==> config.mk <==
export PLATFORM = sky130hd
export DESIGN_NAME = timed_feed_dispense_sequencer_flat
export DESIGN_NICKNAME = d
export VERILOG_FILES = /design/src/hdl/tfd_pkg.sv /design/src/hdl/tfd_req_if.sv /design/src/hdl/tfd_rsp_if.sv /design/src/hdl/tfd_csr.sv /design/src/hdl/tfd_core.sv /design/src/hdl/timed_feed_dispense_sequencer.sv /design/src/flat_wrapper.sv
export SDC_FILE = /design/constraint.sdc
export NUM_CORES = 1
export LEC_CHECK = 0
export ABC_AREA = 0
export BUFFER_PORTS_ARGS = -buffer_cell sky130_fd_sc_hd__buf_2
export CORE_MARGIN = 5
export CORE_UTILIZATION = 54
export CTS_CLUSTER_DIAMETER = 120
export DETAILED_ROUTE_END_ITERATION = 8
export PLACE_DENSITY = 0.76
export SETUP_SLACK_MARGIN = 0.15
export SKIP_CTS_REPAIR_TIMING = 1
export SLEW_MARGIN = 20
export SYNTH_ARGS = -nofsm -noshare
export SYNTH_HDL_FRONTEND = slang
export SYNTH_SLANG_ARGS = --single-unit
==> constraint.sdc <==
create_clock -name clock -period 3.4 [get_ports clock]
set_clock_uncertainty 0.2 [all_clocks]
set_input_delay 0.17 -clock clock [delete_from_list [all_inputs] [get_ports clock]]
set_output_delay 0.17 -clock clock [all_outputs]
set_load 0.03 [all_outputs]
==> src/hdl/tfd_pkg.sv <==
// Package for the timed feed dispense sequencer.
// Holds the payload and configuration types, event and slot codes, and reset constants.
// No dependencies.
package tfd_pkg;

   // Configuration register indexes
   localparam logic [2:0] CSR_TICKS_PER_SECOND      = 3'd0;
   localparam logic [2:0] CSR_WEIGHT_THRESHOLD      = 3'd1;
   localparam logic [2:0] CSR_REFILL_CYCLE_LIMIT    = 3'd2;
   localparam logic [2:0] CSR_INTERVAL_AFTER_FIRST  = 3'd3;
   localparam logic [2:0] CSR_INTERVAL_AFTER_SECOND = 3'd4;
   localparam logic [2:0] CSR_INTERVAL_AFTER_THIRD  = 3'd5;
   localparam logic [2:0] CSR_SERVO_OPEN_PULSE      = 3'd6;
   localparam logic [2:0] CSR_SERVO_CLOSED_PULSE    = 3'd7;

   localparam int unsigned CSR_INDEX_W = 3;
   localparam int unsigned CSR_DATA_W  = 16;

   // Register reset values
   localparam logic [15:0] TPS_RST          = 16'd1000;
   localparam logic [9:0]  THRESHOLD_RST    = 10'd1000;
   localparam logic [7:0]  CYCLE_LIMIT_RST  = 8'd10;
   localparam logic [5:0]  INTERVAL_1_RST   = 6'd1;
   localparam logic [5:0]  INTERVAL_2_RST   = 6'd2;
   localparam logic [5:0]  INTERVAL_3_RST   = 6'd5;
   localparam logic [15:0] OPEN_PULSE_RST   = 16'd500;
   localparam logic [15:0] CLOSED_PULSE_RST = 16'd2425;

   // State reset values and limits
   localparam logic [5:0]  SECONDS_RST   = 6'd5;
   localparam logic [15:0] SERVO_RST     = 16'd1500;
   localparam logic [5:0]  FIELD_WRAP    = 6'd59;
   localparam logic [1:0]  PASS_MAX      = 2'd3;
   localparam logic [1:0]  PASS_NEEDED   = 2'd2;
   localparam logic [7:0]  CYCLE_MAX     = 8'd255;

   // Function codes of an input item
   localparam logic FUNC_TICK   = 1'b0;
   localparam logic FUNC_SAMPLE = 1'b1;

   // Event codes of a result item
   localparam logic [2:0] EV_NONE   = 3'd0;
   localparam logic [2:0] EV_SECOND = 3'd1;
   localparam logic [2:0] EV_START  = 3'd2;
   localparam logic [2:0] EV_READY  = 3'd3;
   localparam logic [2:0] EV_REFILL = 3'd4;

   // Meal rotation slots
   localparam logic [1:0] SLOT_FIRST  = 2'd0;
   localparam logic [1:0] SLOT_SECOND = 2'd1;
   localparam logic [1:0] SLOT_THIRD  = 2'd2;

   typedef struct packed {
      logic       func;
      logic [9:0] weight_sample;
   } req_type;

   typedef struct packed {
      logic [2:0]  event_res;
      logic [4:0]  shown_hours;
      logic [5:0]  shown_minutes;
      logic [5:0]  shown_seconds;
      logic [15:0] servo_pulse;
      logic        green_led;
      logic        red_led;
      logic        dispensing;
   } rsp_type;

   typedef struct packed {
      logic [15:0] ticks_per_second;
      logic [9:0]  weight_threshold;
      logic [7:0]  refill_cycle_limit;
      logic [5:0]  interval_after_first;
      logic [5:0]  interval_after_second;
      logic [5:0]  interval_after_third;
      logic [15:0] servo_open_pulse;
      logic [15:0] servo_closed_pulse;
   } cfg_type;

endpackage

==> src/hdl/tfd_req_if.sv <==
// Valid/ready channel carrying input items (ticks and weight samples).
// Depends on tfd_pkg.
interface tfd_req_if;
   logic             valid;
   logic             ready;
   tfd_pkg::req_type payload;

   modport source (output valid, output payload, input ready);
   modport sink   (input valid, input payload, output ready);
endinterface

==> src/hdl/tfd_rsp_if.sv <==
// Valid/ready channel carrying result items.
// Depends on tfd_pkg.
interface tfd_rsp_if;
   logic             valid;
   logic             ready;
   tfd_pkg::rsp_type payload;

   modport source (output valid, output payload, input ready);
   modport sink   (input valid, input payload, output ready);
endinterface

==> src/hdl/tfd_csr.sv <==
// Configuration register bank, write only.
// Depends on tfd_pkg.
module tfd_csr (
   input  logic                                clock,
   input  logic                                reset,
   input  logic                                csr_wr_en,
   input  logic [tfd_pkg::CSR_INDEX_W-1:0]     csr_index,
   input  logic [tfd_pkg::CSR_DATA_W-1:0]      csr_wdata,
   output tfd_pkg::cfg_type                    cfg
);

   tfd_pkg::cfg_type cfg_ff;
   tfd_pkg::cfg_type cfg_in;

   always_comb begin
      cfg_in = cfg_ff;
      if (csr_wr_en) begin
         case (csr_index)
            tfd_pkg::CSR_TICKS_PER_SECOND:      cfg_in.ticks_per_second      = csr_wdata;
            tfd_pkg::CSR_WEIGHT_THRESHOLD:      cfg_in.weight_threshold      = csr_wdata[9:0];
            tfd_pkg::CSR_REFILL_CYCLE_LIMIT:    cfg_in.refill_cycle_limit    = csr_wdata[7:0];
            tfd_pkg::CSR_INTERVAL_AFTER_FIRST:  cfg_in.interval_after_first  = csr_wdata[5:0];
            tfd_pkg::CSR_INTERVAL_AFTER_SECOND: cfg_in.interval_after_second = csr_wdata[5:0];
            tfd_pkg::CSR_INTERVAL_AFTER_THIRD:  cfg_in.interval_after_third  = csr_wdata[5:0];
            tfd_pkg::CSR_SERVO_OPEN_PULSE:      cfg_in.servo_open_pulse      = csr_wdata;
            tfd_pkg::CSR_SERVO_CLOSED_PULSE:    cfg_in.servo_closed_pulse    = csr_wdata;
            default: ;
         endcase
      end
   end

   always_ff @(posedge clock) begin
      if (reset) begin
         cfg_ff.ticks_per_second      <= tfd_pkg::TPS_RST;
         cfg_ff.weight_threshold      <= tfd_pkg::THRESHOLD_RST;
         cfg_ff.refill_cycle_limit    <= tfd_pkg::CYCLE_LIMIT_RST;
         cfg_ff.interval_after_first  <= tfd_pkg::INTERVAL_1_RST;
         cfg_ff.interval_after_second <= tfd_pkg::INTERVAL_2_RST;
         cfg_ff.interval_after_third  <= tfd_pkg::INTERVAL_3_RST;
         cfg_ff.servo_open_pulse      <= tfd_pkg::OPEN_PULSE_RST;
         cfg_ff.servo_closed_pulse    <= tfd_pkg::CLOSED_PULSE_RST;
      end else begin
         cfg_ff <= cfg_in;
      end
   end

   assign cfg = cfg_ff;

endmodule

==> src/hdl/tfd_core.sv <==
// Sequencer state and its combinational update for one item.
// Depends on tfd_pkg.
module tfd_core (
   input  logic             clock,
   input  logic             reset,
   input  tfd_pkg::cfg_type cfg,
   input  logic             step,
   input  tfd_pkg::req_type item,
   output tfd_pkg::rsp_type result
);

   logic [15:0] tick_count_ff, tick_count_in;
   logic [5:0]  seconds_ff, seconds_in;
   logic [5:0]  minutes_ff, minutes_in;
   logic [4:0]  hours_ff, hours_in;
   logic [1:0]  slot_ff, slot_in;
   logic        dispense_ff, dispense_in;
   logic        second_half_ff, second_half_in;
   logic [1:0]  pass_ff, pass_in;
   logic [7:0]  cycle_ff, cycle_in;
   logic [15:0] servo_ff, servo_in;
   logic        green_ff, green_in;
   logic        red_ff, red_in;

   logic [15:0] tick_inc;
   logic [1:0]  pass_judged;
   logic [2:0]  ev;
   logic        green_show;

   assign tick_inc = tick_count_ff + 16'd1;

   // Sample judgement: pass count saturates, a fail clears it
   always_comb begin
      if (item.weight_sample > cfg.weight_threshold) begin
         pass_judged = (pass_ff == tfd_pkg::PASS_MAX) ? pass_ff : pass_ff + 2'd1;
      end else begin
         pass_judged = 2'd0;
      end
   end

   always_comb begin
      tick_count_in  = tick_count_ff;
      seconds_in     = seconds_ff;
      minutes_in     = minutes_ff;
      hours_in       = hours_ff;
      slot_in        = slot_ff;
      dispense_in    = dispense_ff;
      second_half_in = second_half_ff;
      pass_in        = pass_ff;
      cycle_in       = cycle_ff;
      servo_in       = servo_ff;
      green_in       = green_ff;
      red_in         = red_ff;
      ev             = tfd_pkg::EV_NONE;
      green_show     = 1'b0;

      if (!dispense_ff && item.func == tfd_pkg::FUNC_TICK) begin
         tick_count_in = tick_inc;
         if (tick_inc == cfg.ticks_per_second) begin
            tick_count_in = 16'd0;
            ev            = tfd_pkg::EV_SECOND;
            if (seconds_ff != 6'd0) begin
               seconds_in = seconds_ff - 6'd1;
            end else if (minutes_ff != 6'd0) begin
               seconds_in = tfd_pkg::FIELD_WRAP;
               minutes_in = minutes_ff - 6'd1;
            end else if (hours_ff != 5'd0) begin
               seconds_in = tfd_pkg::FIELD_WRAP;
               minutes_in = tfd_pkg::FIELD_WRAP;
               hours_in   = hours_ff - 5'd1;
            end else begin
               ev             = tfd_pkg::EV_START;
               dispense_in    = 1'b1;
               second_half_in = 1'b0;
               pass_in        = 2'd0;
               cycle_in       = 8'd0;
               green_in       = 1'b1;
            end
         end
      end else if (dispense_ff && item.func == tfd_pkg::FUNC_SAMPLE) begin
         pass_in = pass_judged;
         if (!second_half_ff) begin
            // Open move of the cycle
            if (cycle_ff != tfd_pkg::CYCLE_MAX) begin
               cycle_in = cycle_ff + 8'd1;
            end
            servo_in       = cfg.servo_open_pulse;
            second_half_in = 1'b1;
         end else begin
            // Closed move: decide the cycle
            servo_in       = cfg.servo_closed_pulse;
            second_half_in = 1'b0;
            if (pass_judged >= tfd_pkg::PASS_NEEDED) begin
               ev          = tfd_pkg::EV_READY;
               green_show  = 1'b1;
               green_in    = 1'b0;
               red_in      = 1'b0;
               dispense_in = 1'b0;
               hours_in    = 5'd0;
               seconds_in  = 6'd0;
               case (slot_ff)
                  tfd_pkg::SLOT_FIRST: begin
                     minutes_in = cfg.interval_after_first;
                     slot_in    = tfd_pkg::SLOT_SECOND;
                  end
                  tfd_pkg::SLOT_SECOND: begin
                     minutes_in = cfg.interval_after_second;
                     slot_in    = tfd_pkg::SLOT_THIRD;
                  end
                  default: begin
                     minutes_in = cfg.interval_after_third;
                     slot_in    = tfd_pkg::SLOT_FIRST;
                  end
               endcase
            end else if (cycle_ff >= cfg.refill_cycle_limit) begin
               ev       = tfd_pkg::EV_REFILL;
               green_in = 1'b0;
               red_in   = 1'b1;
            end
         end
      end
   end

   always_ff @(posedge clock) begin
      if (reset) begin
         tick_count_ff  <= 16'd0;
         seconds_ff     <= tfd_pkg::SECONDS_RST;
         minutes_ff     <= 6'd0;
         hours_ff       <= 5'd0;
         slot_ff        <= tfd_pkg::SLOT_FIRST;
         dispense_ff    <= 1'b0;
         second_half_ff <= 1'b0;
         pass_ff        <= 2'd0;
         cycle_ff       <= 8'd0;
         servo_ff       <= tfd_pkg::SERVO_RST;
         green_ff       <= 1'b0;
         red_ff         <= 1'b0;
      end else if (step) begin
         tick_count_ff  <= tick_count_in;
         seconds_ff     <= seconds_in;
         minutes_ff     <= minutes_in;
         hours_ff       <= hours_in;
         slot_ff        <= slot_in;
         dispense_ff    <= dispense_in;
         second_half_ff <= second_half_in;
         pass_ff        <= pass_in;
         cycle_ff       <= cycle_in;
         servo_ff       <= servo_in;
         green_ff       <= green_in;
         red_ff         <= red_in;
      end
   end

   // Shown time is the countdown as it stood before this item
   always_comb begin
      result.event_res     = ev;
      result.shown_hours   = hours_ff;
      result.shown_minutes = minutes_ff;
      result.shown_seconds = seconds_ff;
      result.servo_pulse   = servo_in;
      result.green_led     = green_show | green_in;
      result.red_led       = red_in;
      result.dispensing    = dispense_in;
   end

endmodule

==> src/hdl/timed_feed_dispense_sequencer.sv <==
// Timed feed dispense sequencer, top level.
// An item passes the input register, then its result the result register, before the
// result is offered. Throughput: one item per cycle while the consumer does not stall;
// the whole update is one pass of the core logic.
// Reset (synchronous, active high): both registers empty, register defaults, 0:0:5 countdown,
// first meal slot, servo at 1500. Uses tfd_pkg, the channel interfaces, tfd_csr, tfd_core.
module timed_feed_dispense_sequencer (
   input  logic                            clock,
   input  logic                            reset,
   tfd_req_if.sink                         req_ch,
   tfd_rsp_if.source                       rsp_ch,
   input  logic                            csr_wr_en,
   input  logic [tfd_pkg::CSR_INDEX_W-1:0] csr_index,
   input  logic [tfd_pkg::CSR_DATA_W-1:0]  csr_wdata
);

   tfd_pkg::cfg_type cfg;

   // Input register: holds one accepted item until the core takes it
   logic             in_valid_ff, in_valid_in;
   tfd_pkg::req_type in_item_ff;

   // Result register: parts the core from a stalled consumer
   logic             rsp_valid_ff, rsp_valid_in;
   tfd_pkg::rsp_type rsp_data_ff;
   tfd_pkg::rsp_type core_result;

   logic out_free;
   logic advance;
   logic req_xfer;

   // The result register can be loaded when empty or being drained this cycle
   assign out_free = !rsp_valid_ff || rsp_ch.ready;
   // Core steps on the held item whenever its result has somewhere to go
   assign advance  = in_valid_ff && out_free;
   // Input register frees up in the same cycle its item advances
   assign req_ch.ready = !in_valid_ff || out_free;
   assign req_xfer     = req_ch.valid && req_ch.ready;

   always_comb begin
      in_valid_in = in_valid_ff;
      if (req_xfer) begin
         in_valid_in = 1'b1;
      end else if (advance) begin
         in_valid_in = 1'b0;
      end
   end

   always_comb begin
      rsp_valid_in = rsp_valid_ff;
      if (advance) begin
         rsp_valid_in = 1'b1;
      end else if (rsp_ch.ready) begin
         rsp_valid_in = 1'b0;
      end
   end

   always_ff @(posedge clock) begin
      if (reset) begin
         in_valid_ff  <= 1'b0;
         rsp_valid_ff <= 1'b0;
      end else begin
         in_valid_ff  <= in_valid_in;
         rsp_valid_ff <= rsp_valid_in;
      end
   end

   // Payload registers, no reset needed
   always_ff @(posedge clock) begin
      if (req_xfer) begin
         in_item_ff <= req_ch.payload;
      end
      if (advance) begin
         rsp_data_ff <= core_result;
      end
   end

   tfd_csr u_csr (
      .clock     (clock),
      .reset     (reset),
      .csr_wr_en (csr_wr_en),
      .csr_index (csr_index),
      .csr_wdata (csr_wdata),
      .cfg       (cfg)
   );

   tfd_core u_core (
      .clock  (clock),
      .reset  (reset),
      .cfg    (cfg),
      .step   (advance),
      .item   (in_item_ff),
      .result (core_result)
   );

   assign rsp_ch.valid   = rsp_valid_ff;
   assign rsp_ch.payload = rsp_data_ff;

endmodule
==> src/flat_wrapper.sv <==
// flat-port wrapper written by rule: the top's interface ports become plain ports
module timed_feed_dispense_sequencer_flat 
  (clock, reset, csr_wr_en, csr_index, csr_wdata, req_ch_valid, req_ch_payload, req_ch_ready, rsp_ch_valid, rsp_ch_payload, rsp_ch_ready);
  tfd_req_if req_ch_i ();
  tfd_rsp_if rsp_ch_i ();
  input  logic clock;
  input  logic reset;
  input  logic csr_wr_en;
  input  logic [tfd_pkg::CSR_INDEX_W-1:0] csr_index;
  input  logic [tfd_pkg::CSR_DATA_W-1:0] csr_wdata;
  input wire logic [$bits(req_ch_i.valid)-1:0] req_ch_valid;
  input wire logic [$bits(req_ch_i.payload)-1:0] req_ch_payload;
  output wire logic [$bits(req_ch_i.ready)-1:0] req_ch_ready;
  output wire logic [$bits(rsp_ch_i.valid)-1:0] rsp_ch_valid;
  output wire logic [$bits(rsp_ch_i.payload)-1:0] rsp_ch_payload;
  input wire logic [$bits(rsp_ch_i.ready)-1:0] rsp_ch_ready;
  assign req_ch_i.valid = req_ch_valid;
  assign req_ch_i.payload = req_ch_payload;
  assign req_ch_ready = req_ch_i.ready;
  assign rsp_ch_valid = rsp_ch_i.valid;
  assign rsp_ch_payload = rsp_ch_i.payload;
  assign rsp_ch_i.ready = rsp_ch_ready;
  timed_feed_dispense_sequencer u_core (.clock(clock), .reset(reset), .req_ch(req_ch_i), .rsp_ch(rsp_ch_i), .csr_wr_en(csr_wr_en), .csr_index(csr_index), .csr_wdata(csr_wdata));
endmodule
==> qor_table.md <==
| Result | This run |
|---|---|
| Critical Path Start Type | register |
| Worst setup slack for register-to-register paths | 0.25 ns |
| HPWL reported at the end of detailed placement | 15.3 mm |
| Total power of the final layout | 5.15 mW |
| Outcome | complete, no violations |
| Termination of the worst setup path | u_core.u_core.hours_ff[3] |
| Diode insertion count for antenna repair | 0 |
| Flip-flop and latch count after synthesis | 201 |
| Critical Path AT | 3.31 ns |
| Setup crit end kind | register |
| Commonest register cell after synthesis | sky130_fd_sc_hd__dfxtp_1 |
| Leading post-synthesis cells by cell area | sky130_fd_sc_hd__dfxtp_1 (32%), sky130_fd_sc_hd__edfxtp_1 (16%), sky130_fd_sc_hd__nand2_1 (9.1%), sky130_fd_sc_hd__a21oi_1 (4.9%), sky130_fd_sc_hd__mux2i_1 (4.7%) |
| Post-Synthesis Cell Area | 9350 um^2 |
| Full die area | 20000 um^2 |
| Hold crit path type | input port to register |
| Crit path from | u_core.u_core.tick_count_ff[0] |
| I/O pin count | 76 |
| Cell type with the highest aggregate area in the netlist | sky130_fd_sc_hd__dfxtp_1 |
| Iter 0 DRT Violations | 871 |
| Number of enable flip-flop cells after synthesis | 50 |
| Max Slew Vio Count | 0 |
| Final critical-path share of the clock period | 92.6% |
| Number of CTS-inserted buffers | 21 |
| Required time worst endpoint | 3.56 ns |
| Total of max-cap violations | 0 |
| Most common cell after layout, fill and taps aside | sky130_fd_sc_hd__nand2_1 |
| Placer's final routability congestion estimate | 0.921 |
| Tightest Pin Transition | 1.13 ns |
| TritonCTS Sinks | 201 |
| Vias per cell | 5.63 |
| Highest attainable clock frequency | 318 MHz |
| Mapped Nets | 1141 |
| Launch point of the worst reg-to-reg path | u_core.u_core.tick_count_ff[0] |
| Maximum level of the CTS H-tree | 1 |
| Nets | 1245 |
| Global-route usage over all layers | 22.1% |
| Power per unit of standard cell area | 466 nW/um^2 |
| DR pass1 iterations | 6 |
| I/O Buffers | 75 |
| Number of distinct standard cells referenced by the synthesized netlist | 60 |
| Final-report setup violation count | 0 |
| Sum of overflow across all layers after global routing | 0 |
| Final total negative setup slack | 0 ns |
| DRC viols | 0 |
| Y dimension of the die | 142 um |
| Row count | 48 |
| Fraction of final layout cells sized beyond drive strength 1 | 14.2% |
| Average wire length per cell after detail routing | 16.2 um |
| Max Root-Sink Buffers | 3 |
| CTS tree | done |
| Endpoint of the worst register-to-register path | u_core.u_core.hours_ff[3] |
| Unrepaired setup endpoints after global routing | false |
| Lkg Pwr | 4.20 nW |
| Growth of design area from synthesis to finish | 18.2% |
| Synth top area share | 32.3% |
| Wire length of the first global-routing pass | 37.0 mm |
| Initial core utilization | 54.6% |
| Via total after detailed routing | 8000 |
| Final routed wirelength across all metal layers | 23.0 mm |
| Final-report hold violation count | 0 |
| X dimension of the die | 142 um |
| Syn Inst Count | 1078 |
| Clock Pin Slew Worst Setup and Hold Paths | 0.06 ns |
| Count of nets left with antenna violations after detail routing | 0 |
| Yosys warning count | 0 |
| Biggest fanout along the worst timing path | 8 |
| Antenna violations before repair | 0 |
| Minimum clock period | 3.15 ns |
| Via count of the first global-routing pass | 7510 |
| Clk root buf | sky130_fd_sc_hd__clkbuf_16 |
| Area of the core | 17100 um^2 |
| Asr flop ratio synth | 0% |
| Normalized max-slew margin | 24.0% |
| Maximum number of pins on one net before global-route repair | 64 |
| Source-to-sink clock delay at the later pin of the worst-skew pair | 0.49 ns |
| Commonest cells after routing, fill and taps aside | sky130_fd_sc_hd__nand2_1 (227), sky130_fd_sc_hd__dfxtp_1 (149), sky130_fd_sc_hd__a21oi_1 (91) |
| VDD IR-drop max | 0.331 mV |
| Share of synthesized area occupied by flip-flops and latches | 48.4% |
| Depth of the worst register-to-register path | 9 |
| Mean Syn Cell Area | 8.67 um^2 |
| Critical path type | register to register |
## worst max-delay path, cell delays in order, from the launching register on
cell and delay (ns):
sky130_fd_sc_hd__dfxtp_2 0.38, sky130_fd_sc_hd__ha_2 0.20, sky130_fd_sc_hd__nand3_1 0.12, sky130_fd_sc_hd__a2111o_1 0.37, sky130_fd_sc_hd__o311a_1 0.14, sky130_fd_sc_hd__or4_4 0.55
sky130_fd_sc_hd__or4_4 0.61, sky130_fd_sc_hd__buf_6 0.17, sky130_fd_sc_hd__nor2_4 0.14, sky130_fd_sc_hd__o221ai_1 0.14
## routing by layer
layer / GRT usage (%) / share of wire [%] / vias up
met1: 28.9 / 43 / 3747
met3: 4.08 / 6.3 / 31
met5: 0 / 0 / -
met2: 37.6 / 49 / 255
li1: - / - / 3967
met4: 6.16 / 1.8 / 0
## where the power goes
group          internal [mW]  switching [mW]  total (mW)
Sequential              2.51          0.0381        2.55
Clock                   1.31           0.911        2.22
Combinational          0.138           0.243       0.381
Total                   3.96            1.19        5.15
## kinds of logic after synthesis
| logic type | after synthesis | synth area share (%) |
|---|---|---|
| muxes | 47 | 5.07 |
| buffers and inverters | 105 | 4.40 |
| xor gates and xnor gates | 29 | 2.72 |
| and+or+nand+nor | 469 | 23.0 |
| DFF | 201 | 48.4 |
| adders and majority gates | 28 | 3.75 |
| AOI/OAI and AO/OA | 199 | 12.7 |
## layout make-up
| type | count | area (um^2) |
|---|---|---|
| multi-input combinational | 772 | 4440 |
| inverter | 39 | 146 |
| tap | 225 | 282 |
| fill | 1396 | 6060 |
| timing repair buffer | 147 | 997 |
| clock buffer | 31 | 604 |
| clock inverter | 6 | 57.6 |
| sequential | 201 | 4530 |
## worst min-delay path by stage
stage / startpoint / end / slack, ns / cells past startpoint
after floorplan: req_ch_payload[0] / u_core.in_item_ff[0] / 0.07 / 0
after global placement: req_ch_payload[4] / u_core.in_item_ff[4] / 0.15 / 1
after detailed placement: req_ch_payload[3] / u_core.in_item_ff[3] / 0.15 / 1
after CTS: req_ch_payload[10] / u_core.in_item_ff[10] / -0.36 / 1
after global routing: csr_index[1] / u_core.u_csr.cfg[69] / 0.09 / 5
final: csr_index[1] / u_core.u_csr.cfg[54] / 0.07 / 5
## registers in the layout, indices dropped and copies added (netlist names), 6 cells and up
signal,flops
u_core.in_item_ff,11
u_core.rsp_ch.payload,39
u_core.u_core.cycle_ff,8
u_core.u_core.minutes_ff,6
u_core.u_core.seconds_ff,6
u_core.u_core.servo_ff,16
u_core.u_core.tick_count_ff,16
u_core.u_csr.cfg,84
## Yosys cell counts, types with 11 or more instances
cell and count:
sky130_fd_sc_hd__nand2_1 227, sky130_fd_sc_hd__ha_1 28, sky130_fd_sc_hd__mux2i_1 44, sky130_fd_sc_hd__nand2b_1 11
sky130_fd_sc_hd__nand3_1 65, sky130_fd_sc_hd__inv_1 38, sky130_fd_sc_hd__nand4_1 14, sky130_fd_sc_hd__xnor2_1 21
sky130_fd_sc_hd__o211ai_1 15, sky130_fd_sc_hd__clkbuf_1 54, sky130_fd_sc_hd__nor3_1 24, sky130_fd_sc_hd__dfxtp_1 151
sky130_fd_sc_hd__edfxtp_1 50, sky130_fd_sc_hd__a21oi_1 91, sky130_fd_sc_hd__o21ai_0 42, sky130_fd_sc_hd__nor2_1 63
## through the flow
stage	area, um^2	instances	hold slack [ns]	setup slack, ns	utilization [%]
finish	11100	1421	0.0747	0.251	64.6
global route	11100	1421	0.0917	0.141	64.6
CTS	10700	1387	-0.361	0.0765	62.4
detailed placement	10000	1350	0.148	0.0808	58.6
global placement	10000	1350	0.147	0.103	58.6
floorplan	9350	1078	0.0689	0.174	-
Note: power is estimated with default switching activity, not from simulation.
